[src/rtl/telnet_option_receive_parser_defines.svh]
// ---------------------------------------------------------------------------
// telnet option receive parser assertion macros
// shared concurrent check forms, clocked on clk and disabled in reset
// ---------------------------------------------------------------------------
`ifndef TELNET_OPTION_RECEIVE_PARSER_DEFINES_SVH
`define TELNET_OPTION_RECEIVE_PARSER_DEFINES_SVH

// same-cycle implication
`define TOR_ASSERT_NOW(label, ante, cons) \
  label: assert property (@(posedge clk) disable iff (rst) (ante) |-> (cons)) \
    else $error("telnet parser check failed");

// next-cycle implication
`define TOR_ASSERT_NEXT(label, ante, cons) \
  label: assert property (@(posedge clk) disable iff (rst) (ante) |=> (cons)) \
    else $error("telnet parser check failed");

`endif

[src/rtl/tor_pkg.sv]
// ---------------------------------------------------------------------------
// tor_pkg
// shared constants, queue entry type and reply tables of the telnet parser
// ---------------------------------------------------------------------------
`timescale 1ns / 1ps

package tor_pkg;

  localparam int MAX_NAME_CHARS_DEF = 40;
  localparam int QUEUE_DEPTH        = 2;

  // telnet bytes
  localparam logic [7:0] B_IAC      = 8'd255;
  localparam logic [7:0] B_DONT     = 8'd254;
  localparam logic [7:0] B_DO       = 8'd253;
  localparam logic [7:0] B_WONT     = 8'd252;
  localparam logic [7:0] B_WILL     = 8'd251;
  localparam logic [7:0] B_SB       = 8'd250;
  localparam logic [7:0] B_SE       = 8'd240;
  localparam logic [7:0] OPT_TTYPE  = 8'd24;
  localparam logic [7:0] OPT_NAWS   = 8'd31;
  localparam logic [7:0] OPT_TSPEED = 8'd32;
  localparam logic [7:0] SUB_IS     = 8'd0;
  localparam logic [7:0] SUB_SEND   = 8'd1;
  localparam logic [7:0] CHAR_QMARK = 8'h3F;
  localparam logic [7:0] CHAR_LOW   = 8'h1F;
  localparam logic [7:0] CHAR_HIGH  = 8'h7F;

  // result kinds
  localparam logic [2:0] KIND_DATA     = 3'd0;
  localparam logic [2:0] KIND_TX       = 3'd1;
  localparam logic [2:0] KIND_WINDOW   = 3'd2;
  localparam logic [2:0] KIND_NAME     = 3'd3;
  localparam logic [2:0] KIND_ACCEPTED = 3'd4;
  localparam logic [2:0] KIND_DISCARD  = 3'd5;

  // configuration register indexes
  localparam logic [1:0] REG_REPLIES_OFF = 2'd0;
  localparam logic [1:0] REG_MIN_DIM     = 2'd1;
  localparam logic [1:0] REG_MAX_DIM     = 2'd2;

  localparam logic [15:0] MIN_DIM_RESET = 16'd10;
  localparam logic [15:0] MAX_DIM_RESET = 16'd250;

  // queue entry operations
  localparam logic [2:0] OP_SIMPLE       = 3'd0;
  localparam logic [2:0] OP_WINDOW       = 3'd1;
  localparam logic [2:0] OP_REPLY_BOTH   = 3'd2;
  localparam logic [2:0] OP_REPLY_NAWS   = 3'd3;
  localparam logic [2:0] OP_REPLY_TTYPE  = 3'd4;

  typedef struct packed {
    logic [2:0]  op;
    logic        two;
    logic [2:0]  kind0;
    logic [7:0]  val0;
    logic [2:0]  kind1;
    logic [7:0]  val1;
    logic [15:0] width;
    logic [15:0] height;
  } entry_t;

  typedef struct packed {
    logic valid;
    logic full;
  } qstat_t;

  function automatic logic [2:0] entry_len(input logic [2:0] op, input logic two);
    logic [2:0] len;
    unique case (op)
      OP_SIMPLE:      len = two ? 3'd2 : 3'd1;
      OP_WINDOW:      len = 3'd1;
      OP_REPLY_BOTH:  len = 3'd6;
      OP_REPLY_NAWS:  len = 3'd3;
      OP_REPLY_TTYPE: len = 3'd6;
      default:        len = 3'd1;
    endcase
    return len;
  endfunction

  function automatic logic [7:0] reply_byte(input logic [2:0] op, input logic [2:0] idx);
    logic [7:0] b;
    b = 8'd0;
    unique case (op)
      OP_REPLY_BOTH: begin
        unique case (idx)
          3'd0, 3'd3: b = B_IAC;
          3'd1, 3'd4: b = B_DO;
          3'd2:       b = OPT_NAWS;
          3'd5:       b = OPT_TTYPE;
          default:    b = 8'd0;
        endcase
      end
      OP_REPLY_NAWS: begin
        unique case (idx)
          3'd0:    b = B_IAC;
          3'd1:    b = B_DO;
          3'd2:    b = OPT_NAWS;
          default: b = 8'd0;
        endcase
      end
      OP_REPLY_TTYPE: begin
        unique case (idx)
          3'd0, 3'd4: b = B_IAC;
          3'd1:       b = B_SB;
          3'd2:       b = OPT_TTYPE;
          3'd3:       b = SUB_SEND;
          3'd5:       b = B_SE;
          default:    b = 8'd0;
        endcase
      end
      default: b = 8'd0;
    endcase
    return b;
  endfunction

endpackage

[src/rtl/tor_front.sv]
// ---------------------------------------------------------------------------
// tor_front
// byte parser: walks the telnet command state and queues one entry per
// received byte that has results
// ---------------------------------------------------------------------------
`timescale 1ns / 1ps

module tor_front #(
  parameter int MAX_NAME_CHARS = tor_pkg::MAX_NAME_CHARS_DEF
) (
  input  logic           clk,
  input  logic           rst,
  input  logic           accept,
  input  logic [7:0]     rx_byte,
  input  logic           replies_off,
  input  logic [15:0]    min_dimension,
  input  logic [15:0]    max_dimension,
  output logic           push,
  output tor_pkg::entry_t entry
);
  import tor_pkg::*;

  localparam int NW = $clog2(MAX_NAME_CHARS + 1);

  localparam logic [3:0] PH_IDLE   = 4'd0;
  localparam logic [3:0] PH_IAC    = 4'd1;
  localparam logic [3:0] PH_OPT    = 4'd2;
  localparam logic [3:0] PH_SKIP1  = 4'd3;
  localparam logic [3:0] PH_SBOPT  = 4'd4;
  localparam logic [3:0] PH_TTIS   = 4'd5;
  localparam logic [3:0] PH_NAME   = 4'd6;
  localparam logic [3:0] PH_NAWS   = 4'd7;
  localparam logic [3:0] PH_SBSKIP = 4'd8;

  logic [3:0]    phase, phase_next;
  logic [7:0]    held_command, held_command_next;
  logic [7:0]    size_bytes [4];
  logic [7:0]    size_bytes_next [4];
  logic [2:0]    size_count, size_count_next;
  logic [NW-1:0] name_count, name_count_next;
  logic          pending_escape, pending_escape_next;

  logic          emit;
  entry_t        e;
  logic          esc_char;
  logic          byte_char;
  logic [NW-1:0] count_mid;
  logic [15:0]   raw_w, raw_h;
  logic [7:0]    mapped;

  function automatic logic [15:0] clamp_dim(input logic [15:0] x, input logic [15:0] lo,
                                            input logic [15:0] hi);
    logic [15:0] r;
    if (x < lo) begin
      r = lo;
    end else if (x > hi) begin
      r = hi;
    end else begin
      r = x;
    end
    return r;
  endfunction

  assign raw_w  = {size_bytes[0], size_bytes[1]};
  assign raw_h  = {size_bytes[2], size_bytes[3]};
  assign mapped = (rx_byte < CHAR_LOW || rx_byte > CHAR_HIGH) ? CHAR_QMARK : rx_byte;

  always_comb begin
    phase_next          = phase;
    held_command_next   = held_command;
    size_bytes_next     = size_bytes;
    size_count_next     = size_count;
    name_count_next     = name_count;
    pending_escape_next = pending_escape;
    emit                = 1'b0;
    e                   = '0;
    esc_char            = 1'b0;
    byte_char           = 1'b0;
    count_mid           = name_count;

    unique case (phase)
      PH_IAC: begin
        if (rx_byte == B_IAC) begin
          emit       = 1'b1;
          e.op       = OP_SIMPLE;
          e.kind0    = KIND_DATA;
          e.val0     = B_IAC;
          phase_next = PH_IDLE;
        end else if (rx_byte == B_DO || rx_byte == B_DONT || rx_byte == B_WILL ||
                     rx_byte == B_WONT) begin
          held_command_next = rx_byte;
          phase_next        = PH_OPT;
        end else if (rx_byte == B_SB) begin
          phase_next = PH_SBOPT;
        end else begin
          phase_next = PH_SKIP1;
        end
      end
      PH_OPT: begin
        if (!replies_off) begin
          if (rx_byte == OPT_TSPEED) begin
            emit = 1'b1;
            e.op = OP_REPLY_BOTH;
          end else if (held_command == B_WILL && rx_byte == OPT_NAWS) begin
            emit = 1'b1;
            e.op = OP_REPLY_NAWS;
          end else if (held_command == B_WILL && rx_byte == OPT_TTYPE) begin
            emit = 1'b1;
            e.op = OP_REPLY_TTYPE;
          end
        end
        phase_next = PH_IDLE;
      end
      PH_SKIP1: begin
        phase_next = PH_IDLE;
      end
      PH_SBOPT: begin
        if (rx_byte == OPT_TTYPE) begin
          phase_next = PH_TTIS;
        end else if (rx_byte == OPT_NAWS) begin
          size_bytes_next     = '{default: 8'd0};
          size_count_next     = 3'd0;
          pending_escape_next = 1'b0;
          phase_next          = PH_NAWS;
        end else if (rx_byte == B_SE) begin
          phase_next = PH_IDLE;
        end else begin
          phase_next = PH_SBSKIP;
        end
      end
      PH_TTIS: begin
        if (rx_byte == SUB_IS) begin
          name_count_next     = '0;
          pending_escape_next = 1'b0;
          phase_next          = PH_NAME;
        end else if (rx_byte == B_SE) begin
          phase_next = PH_IDLE;
        end else begin
          phase_next = PH_SBSKIP;
        end
      end
      PH_NAME: begin
        if (pending_escape && rx_byte == B_SE) begin
          emit                = 1'b1;
          e.op                = OP_SIMPLE;
          e.kind0             = KIND_ACCEPTED;
          name_count_next     = '0;
          pending_escape_next = 1'b0;
          phase_next          = PH_IDLE;
        end else begin
          // escaped iac that was not followed by se becomes a '?'
          esc_char  = pending_escape && (name_count < NW'(MAX_NAME_CHARS));
          count_mid = NW'(name_count + NW'(esc_char));
          pending_escape_next = (rx_byte == B_IAC);
          if (rx_byte == B_SE) begin
            emit            = 1'b1;
            e.op            = OP_SIMPLE;
            name_count_next = '0;
            phase_next      = PH_IDLE;
            if (esc_char) begin
              e.two   = 1'b1;
              e.kind0 = KIND_NAME;
              e.val0  = CHAR_QMARK;
              e.kind1 = KIND_DISCARD;
            end else begin
              e.kind0 = KIND_DISCARD;
            end
          end else begin
            byte_char       = (rx_byte != B_IAC) && (count_mid < NW'(MAX_NAME_CHARS));
            name_count_next = NW'(count_mid + NW'(byte_char));
            emit            = esc_char || byte_char;
            e.op            = OP_SIMPLE;
            if (esc_char && byte_char) begin
              e.two   = 1'b1;
              e.kind0 = KIND_NAME;
              e.val0  = CHAR_QMARK;
              e.kind1 = KIND_NAME;
              e.val1  = mapped;
            end else if (esc_char) begin
              e.kind0 = KIND_NAME;
              e.val0  = CHAR_QMARK;
            end else begin
              e.kind0 = KIND_NAME;
              e.val0  = mapped;
            end
          end
        end
      end
      PH_NAWS: begin
        if (pending_escape) begin
          pending_escape_next = 1'b0;
          if (rx_byte == B_SE) begin
            emit       = 1'b1;
            e.op       = OP_WINDOW;
            e.kind0    = KIND_WINDOW;
            e.width    = clamp_dim(raw_w, min_dimension, max_dimension);
            e.height   = clamp_dim(raw_h, min_dimension, max_dimension);
            phase_next = PH_IDLE;
          end else if (rx_byte == B_IAC) begin
            if (size_count < 3'd4) begin
              size_bytes_next[size_count[1:0]] = B_IAC;
              size_count_next                  = size_count + 3'd1;
            end
          end else begin
            phase_next = PH_IDLE;
          end
        end else if (rx_byte == B_IAC) begin
          pending_escape_next = 1'b1;
        end else if (size_count < 3'd4) begin
          size_bytes_next[size_count[1:0]] = rx_byte;
          size_count_next                  = size_count + 3'd1;
        end
      end
      PH_SBSKIP: begin
        if (rx_byte == B_SE) begin
          phase_next = PH_IDLE;
        end
      end
      default: begin
        if (rx_byte == B_IAC) begin
          phase_next = PH_IAC;
        end else begin
          emit       = 1'b1;
          e.op       = OP_SIMPLE;
          e.kind0    = KIND_DATA;
          e.val0     = rx_byte;
          phase_next = PH_IDLE;
        end
      end
    endcase
  end

  assign push  = accept && emit;
  assign entry = e;

  always_ff @(posedge clk) begin
    if (rst) begin
      phase          <= PH_IDLE;
      held_command   <= 8'd0;
      size_bytes     <= '{default: 8'd0};
      size_count     <= 3'd0;
      name_count     <= '0;
      pending_escape <= 1'b0;
    end else if (accept) begin
      phase          <= phase_next;
      held_command   <= held_command_next;
      size_bytes     <= size_bytes_next;
      size_count     <= size_count_next;
      name_count     <= name_count_next;
      pending_escape <= pending_escape_next;
    end
  end

endmodule

[src/rtl/tor_queue.sv]
// ---------------------------------------------------------------------------
// tor_queue
// short entry queue between parser and result sequencer
// ---------------------------------------------------------------------------
`timescale 1ns / 1ps

module tor_queue (
  input  logic             clk,
  input  logic             rst,
  input  logic             push,
  input  tor_pkg::entry_t  push_entry,
  input  logic             pop,
  output tor_pkg::entry_t  head_entry,
  output tor_pkg::qstat_t  stat
);
  import tor_pkg::*;

  localparam int PW = (QUEUE_DEPTH > 1) ? $clog2(QUEUE_DEPTH) : 1;
  localparam int CW = $clog2(QUEUE_DEPTH + 1);

  entry_t        slots [QUEUE_DEPTH];
  logic [PW-1:0] head, tail;
  logic [CW-1:0] count;

  assign stat.valid = (count != '0);
  assign stat.full  = (count == CW'(QUEUE_DEPTH));
  assign head_entry = slots[head];

  always_ff @(posedge clk) begin
    if (push) begin
      slots[tail] <= push_entry;
    end
  end

  always_ff @(posedge clk) begin
    if (rst) begin
      head  <= '0;
      tail  <= '0;
      count <= '0;
    end else begin
      if (push) begin
        tail <= (tail == PW'(QUEUE_DEPTH - 1)) ? '0 : PW'(tail + PW'(1));
      end
      if (pop) begin
        head <= (head == PW'(QUEUE_DEPTH - 1)) ? '0 : PW'(head + PW'(1));
      end
      if (push && !pop) begin
        count <= CW'(count + CW'(1));
      end else if (pop && !push) begin
        count <= CW'(count - CW'(1));
      end
    end
  end

endmodule

[src/rtl/tor_back.sv]
// ---------------------------------------------------------------------------
// tor_back
// result sequencer: expands each queued entry into its result words and
// holds them in the output register
// ---------------------------------------------------------------------------
`timescale 1ns / 1ps

module tor_back (
  input  logic             clk,
  input  logic             rst,
  input  tor_pkg::qstat_t  stat,
  input  tor_pkg::entry_t  head_entry,
  output logic             pop,
  input  logic             res_stall,
  output logic             res_valid,
  output logic [2:0]       kind,
  output logic [7:0]       value,
  output logic [15:0]      width,
  output logic [15:0]      height,
  output logic             last
);
  import tor_pkg::*;

  logic [2:0]  idx;
  logic        load;
  logic        item_last;
  logic [2:0]  item_kind;
  logic [7:0]  item_value;
  logic [15:0] item_width, item_height;

  always_comb begin
    item_kind   = KIND_TX;
    item_value  = reply_byte(head_entry.op, idx);
    item_width  = 16'd0;
    item_height = 16'd0;
    unique case (head_entry.op)
      OP_SIMPLE: begin
        item_kind  = (idx == 3'd0) ? head_entry.kind0 : head_entry.kind1;
        item_value = (idx == 3'd0) ? head_entry.val0 : head_entry.val1;
      end
      OP_WINDOW: begin
        item_kind   = KIND_WINDOW;
        item_value  = 8'd0;
        item_width  = head_entry.width;
        item_height = head_entry.height;
      end
      default: begin
        item_kind = KIND_TX;
      end
    endcase
  end

  assign item_last = (idx == entry_len(head_entry.op, head_entry.two) - 3'd1);
  assign load      = stat.valid && (!res_valid || !res_stall);
  assign pop       = load && item_last;

  always_ff @(posedge clk) begin
    if (rst) begin
      res_valid <= 1'b0;
      idx       <= 3'd0;
    end else if (load) begin
      res_valid <= 1'b1;
      idx       <= item_last ? 3'd0 : idx + 3'd1;
    end else if (!res_stall) begin
      res_valid <= 1'b0;
    end
  end

  always_ff @(posedge clk) begin
    if (load) begin
      kind   <= item_kind;
      value  <= item_value;
      width  <= item_width;
      height <= item_height;
      last   <= item_last;
    end
  end

endmodule

[src/rtl/telnet_option_receive_parser.sv]
// ---------------------------------------------------------------------------
// telnet_option_receive_parser
// Parses received telnet bytes: data passes through, option commands are
// answered with negotiation bytes, terminal type and window size
// subnegotiations are reported. A received byte is taken every cycle while
// the two-entry queue between parser and sequencer has room; each byte
// that has results leaves one queue entry, and the sequencer sends one result
// word per cycle while not stalled, so a byte with k results gives k words
// (k is at most six, for the reply sequences). Plain data runs at one byte
// per cycle without stalls, passing the queue slot, then the output register.
// ---------------------------------------------------------------------------
`timescale 1ns / 1ps
`include "telnet_option_receive_parser_defines.svh"

module telnet_option_receive_parser #(
  parameter int MAX_NAME_CHARS = tor_pkg::MAX_NAME_CHARS_DEF
) (
  input  logic        clk,
  input  logic        rst,
  input  logic        cfg_we,
  input  logic [1:0]  cfg_index,
  input  logic [15:0] cfg_data,
  input  logic        rx_valid,
  output logic        rx_stall,
  input  logic [7:0]  rx_byte,
  output logic        res_valid,
  input  logic        res_stall,
  output logic [2:0]  kind,
  output logic [7:0]  value,
  output logic [15:0] width,
  output logic [15:0] height,
  output logic        last
);
  import tor_pkg::*;

  logic        replies_off;
  logic [15:0] min_dimension, max_dimension;
  logic        accept;
  logic        push;
  logic        pop;
  entry_t      push_entry, head_entry;
  qstat_t      stat;

  // configuration registers
  always_ff @(posedge clk) begin
    if (rst) begin
      replies_off   <= 1'b0;
      min_dimension <= MIN_DIM_RESET;
      max_dimension <= MAX_DIM_RESET;
    end else if (cfg_we) begin
      unique case (cfg_index)
        REG_REPLIES_OFF: replies_off   <= cfg_data[0];
        REG_MIN_DIM:     min_dimension <= cfg_data;
        REG_MAX_DIM:     max_dimension <= cfg_data;
        default:         ;
      endcase
    end
  end

  assign rx_stall = stat.full;
  assign accept   = rx_valid && !rx_stall;

  tor_front #(
    .MAX_NAME_CHARS(MAX_NAME_CHARS)
  ) u_front (
    .clk          (clk),
    .rst          (rst),
    .accept       (accept),
    .rx_byte      (rx_byte),
    .replies_off  (replies_off),
    .min_dimension(min_dimension),
    .max_dimension(max_dimension),
    .push         (push),
    .entry        (push_entry)
  );

  tor_queue u_queue (
    .clk       (clk),
    .rst       (rst),
    .push      (push),
    .push_entry(push_entry),
    .pop       (pop),
    .head_entry(head_entry),
    .stat      (stat)
  );

  tor_back u_back (
    .clk       (clk),
    .rst       (rst),
    .stat      (stat),
    .head_entry(head_entry),
    .pop       (pop),
    .res_stall (res_stall),
    .res_valid (res_valid),
    .kind      (kind),
    .value     (value),
    .width     (width),
    .height    (height),
    .last      (last)
  );

  `TOR_ASSERT_NOW(a_size_only_window, res_valid && kind != KIND_WINDOW, width == 16'd0 && height == 16'd0)
  `TOR_ASSERT_NOW(a_window_single, res_valid && kind == KIND_WINDOW, last && value == 8'd0)
  `TOR_ASSERT_NOW(a_no_push_full, push, !stat.full || pop)
  `TOR_ASSERT_NEXT(a_push_lands, push, stat.valid)

endmodule
[config.mk]
export PLATFORM = sky130hd
export DESIGN_NAME = telnet_option_receive_parser
export DESIGN_NICKNAME = d
export VERILOG_FILES = /design/src/rtl/tor_pkg.sv /design/src/rtl/tor_front.sv /design/src/rtl/tor_queue.sv /design/src/rtl/tor_back.sv /design/src/rtl/telnet_option_receive_parser.sv
export VERILOG_INCLUDE_DIRS = /design/src /design/src/rtl
export SDC_FILE = /design/constraint.sdc
export NUM_CORES = 1
export LEC_CHECK = 0
export BUFFER_PORTS_ARGS = -buffer_cell sky130_fd_sc_hd__buf_2
export CAP_MARGIN = 10
export CORE_MARGIN = 2
export CORE_UTILIZATION = 28
export CTS_CLUSTER_SIZE = 8
export DETAILED_ROUTE_END_ITERATION = 12
export HOLD_SLACK_MARGIN = 0.06
export PLACE_DENSITY = 0.44
export SLEW_MARGIN = 20
export SYNTH_ARGS = -nofsm -noshare
export SYNTH_HDL_FRONTEND = slang
export SYNTH_SLANG_ARGS = --single-unit
[constraint.sdc]
create_clock -name clk -period 7.6 [get_ports clk]
set_clock_uncertainty 0.15 [all_clocks]
set_input_delay 1.52 -clock clk [delete_from_list [all_inputs] [get_ports clk]]
set_output_delay 1.52 -clock clk [all_outputs]
set_load 0.02 [all_outputs]
==> results by group <==
Outcome
  • Status: complete, no violations

Worst setup path
  • CP endpoint kind: flip-flop
  • Crit path to: u_queue.slots[1][24]
  • WP data required: 7.59 ns
  • Slowest stage delay, CP: 0.79 ns
  • Crit path cell chain: and2_1, ha_1, ha_1, nand4b_1, nor3_1, a211oi_1, o31a_1, o221ai_2, nor2_4, buf_4
  • Reg2Reg Setup Slack: 3.36 ns
  • Most used cell, CP: ha_1
  • Critical path's top delay family: compound AO/OA/AOI/OAI gates
  • Stages on worst setup path: 10
  • CP bufs+invs: 1
  • R2r endpoint: u_queue.slots[1][24]
  • Critical setup path kind: flip-flop to flip-flop
  • Max stage delay cell, worst path: dfxtp_1
  • Arr. time, crit path: 4.23 ns
  • Critical path origin: u_front.pending_escape
  • CP startpoint kind: flip-flop
  • Worst r2r path cells: 10
  • Reg-to-reg startpoint: u_front.pending_escape
  • Crit Path Max Fanout: 57

Detailed routing
  • Drt total wl: 33300 um
  • WL/cell: 18.1 um
  • Routed vias: 8801
  • Antenna Nets Post-Route: 0
  • Initial DRT Pass Iterations: 5
  • Drt initial violations: 501
  • DR vias/cell: 4.78
  • DRC errors left: 0

Job
  • Max-Cap Viols: 0

Floorplan
  • Die X: 216 um
  • Core Region: 44200 sq um
  • Die area: 46500 sq um
  • Die Y-Extent: 216 um
  • Ports: 77
  • Initial cell density of the core: 28.4%
  • Floorplan row count: 77

Worst hold path
  • Worst hold start: u_front.held_command[6]
  • Cell count of the worst hold path: 2
  • Worst hold path class: flip-flop to flip-flop

Layout
  • Layout cells sized above 1: 12.2%
  • Final net count: 1332
  • Number of diodes: 0
  • # fillers: 4499
  • Area grow syn2layout: 16.3%

Logic synthesis
  • Post-synth cell types: 69
  • Cell taking the most area after synthesis: edfxtp_1
  • Mean Syn Cell Area: 10.9 sq um
  • Yosys warns: 0
  • Cells after Synth: 1154
  • Synth Register Bits: 254
  • Top post-synthesis cells by count: edfxtp_1 (158), nand2_1 (140), nor2_1 (102), dfxtp_1 (96), ha_1 (77)
  • Synthesized area: 12500 sq um
  • Post-synth EDFFs: 158
  • Post-synth top area share: 37.8%
  • Sequential area share after synthesis: 53.2%
  • Most common cell in the synthesized netlist: edfxtp_1
  • Ys flop type: edfxtp_1
  • Synth top area cells: edfxtp_1 (38%), dfxtp_1 (15%), ha_1 (7.7%), mux2i_1 (5.7%), nand2_1 (4.2%)
  • Post-synth ARST share: 0%

STA
  • Setup Viol. Count Final: 0
  • Fin crit period: 4.24 ns
  • Fin. Hold Viols: 0
  • RSZ-0062 raised after global routing: no
  • Final period utilization: 55.8%
  • Maximum clock rate: 0.236 GHz
  • Slew HR: 30.1%
  • Sum Neg Setup Slack: 0 ns
  • Max Slew Vio Count: 0
  • Worst-Margin Slew: 1.05 ns

Global routing
  • Initial antenna violation count: 0
  • Largest net degree at the start of global routing: 72
  • Global-route wire length before repair: 52200 um
  • Gr usage total: 14.5%
  • Grt ovf: 0
  • Number of global-route vias before repair: 8792

Clock tree
  • CTS sink count: 254
  • Clock buffer depth: 3
  • Post-CTS setup buffers: 0
  • Clk_lat worst skew: 0.52 ns
  • Num CTS Buffers: 37
  • Worst-path clk slew: 0.05 ns
  • Post_cts resized: 0
  • H-tree depth: 2
  • Clock Tree Root: clkbuf_16
  • TritonCTS clock tree: done
  • Cts hold-fix bufs: 0

Power
  • Post-layout total power: 4.47 mW
  • Pleak: 5.46 nW
  • Peak supply drop: 150 uV
  • Power Density: 307 nW/um^2

Placed design
  • RePlAce Congestion: 0.866
  • PortBufs: 76
  • Post-DP HPWL: 24400 um
[final cells by class]
type | instances | area, sq um | share of cell area, %
repair buffers | 81 | 418 | 2.86
well taps | 592 | 741 | 5.08
multi-input cells | 802 | 5510 | 37.8
flip-flops and latches | 254 | 6670 | 45.7
clock inverters | 1 | 8.76 | 0.0600
inverters | 48 | 180 | 1.24
clock buffers | 62 | 1060 | 7.28
[report_power, final]
group | internal, mW | leakage (nW) | switching, mW
Combinational | 0.364 | 2.65 | 0.677
Sequential | 1.79 | 2.29 | 0.113
Clock | 0.942 | 0.512 | 0.587
[flip-flops by register name, indices dropped and copies added (netlist names), 3 cells and up, named ones only]
name / cells
max_dimension: 16
min_dimension: 16
u_back.height: 16
u_back.idx: 3
u_back.kind: 3
u_back.value: 8
u_back.width: 16
u_front.held_command: 8
u_front.name_count: 6
u_front.phase: 4
u_front.raw_h: 16
u_front.raw_w: 16
u_front.size_count: 3
u_queue.slots: 114
[cell families (layout without fill, tap and decap cells)]
logic type               count (synthesis)  in the layout  share of synthesized area [%]
AO/OA/AOI/OAI                          259            259                           13.4
other                                    1              4                         0.0299
flip-flops                             254            254                           53.2
buffers and inverters                  101            192                           3.18
AND/OR/NAND/NOR                        361            361                           13.5
multiplexers                            85             85                           7.91
XOR/XNOR                                15             15                           1.05
adder cells (fa/ha/maj)                 78             78                           7.76
[metal layers]
| layer | share of wire, % | vias up | global-route usage, % | wire length (um) |
|---|---|---|---|---|
| met3 | 3.8 | 54 | 2.28 | 1260 |
| met5 | 0 | - | 0 | 0 |
| met2 | 44 | 194 | 22.6 | 14700 |
| li1 | - | 4400 | - | - |
| met1 | 49 | 4153 | 20.4 | 16300 |
| met4 | 2.8 | 0 | 5.15 | 922 |
[cells in the final DEF (no fill, tap or decap), types with 6 or more instances in the layout]
cell type  count
a211o_1       11
a211oi_1       8
a21o_1         9
a21oi_1       74
and2_1         6
buf_2         76
clkbuf_1      23
clkbuf_16     39
dfxtp_1       95
edfxtp_1     158
ha_1          77
inv_1         47
mux2i_1       71
mux4_2        11
nand2_1      139
nand2b_1      12
nand3_1       16
nand3b_1       6
nand4_1       18
nor2_1        98
nor2b_1        6
nor3_1        15
o211ai_1       7
o21ai_0       69
o2bb2ai_1     32
o31a_1         6
or3_1          6
xnor2_1       10
[worst register-to-register path: stages (launching register included)]
cell and delay (ns):
dfxtp_1 0.79, and2_1 0.35, ha_1 0.27, ha_1 0.31, nand4b_1 0.18, nor3_1 0.06
a211oi_1 0.51, o31a_1 0.21, o221ai_2 0.20, nor2_4 0.13, buf_4 0.65
[how the worst min path moves through the flow]
stage / end / slack, ns
6_report: u_front.held_command[6] / 0.31
5_1_grt: u_front.held_command[5] / 0.36
4_1_cts: u_front.held_command[7] / 0.32
3_5_place_dp: u_front.held_command[7] / 0.31
3_3_place_gp: u_front.held_command[4] / 0.30
2_1_floorplan: u_front.held_command[4] / 0.28
[through the flow]
stage | std cells | area, sq um | setup slack, ns | hold slack, ns | utilization [%]
floorplan | 1157 | 12600 | 1.93 | 0.282 | -
global placement | 1777 | 13500 | 3.13 | 0.297 | 30.5
detailed placement | 1777 | 13500 | 3.12 | 0.308 | 30.6
CTS | 1840 | 14600 | 3.30 | 0.319 | 33.0
global route | 1840 | 14600 | 3.07 | 0.361 | 33.0
finish | 1840 | 14600 | 3.36 | 0.314 | 33.0
Power figures use the tool's default switching activity.
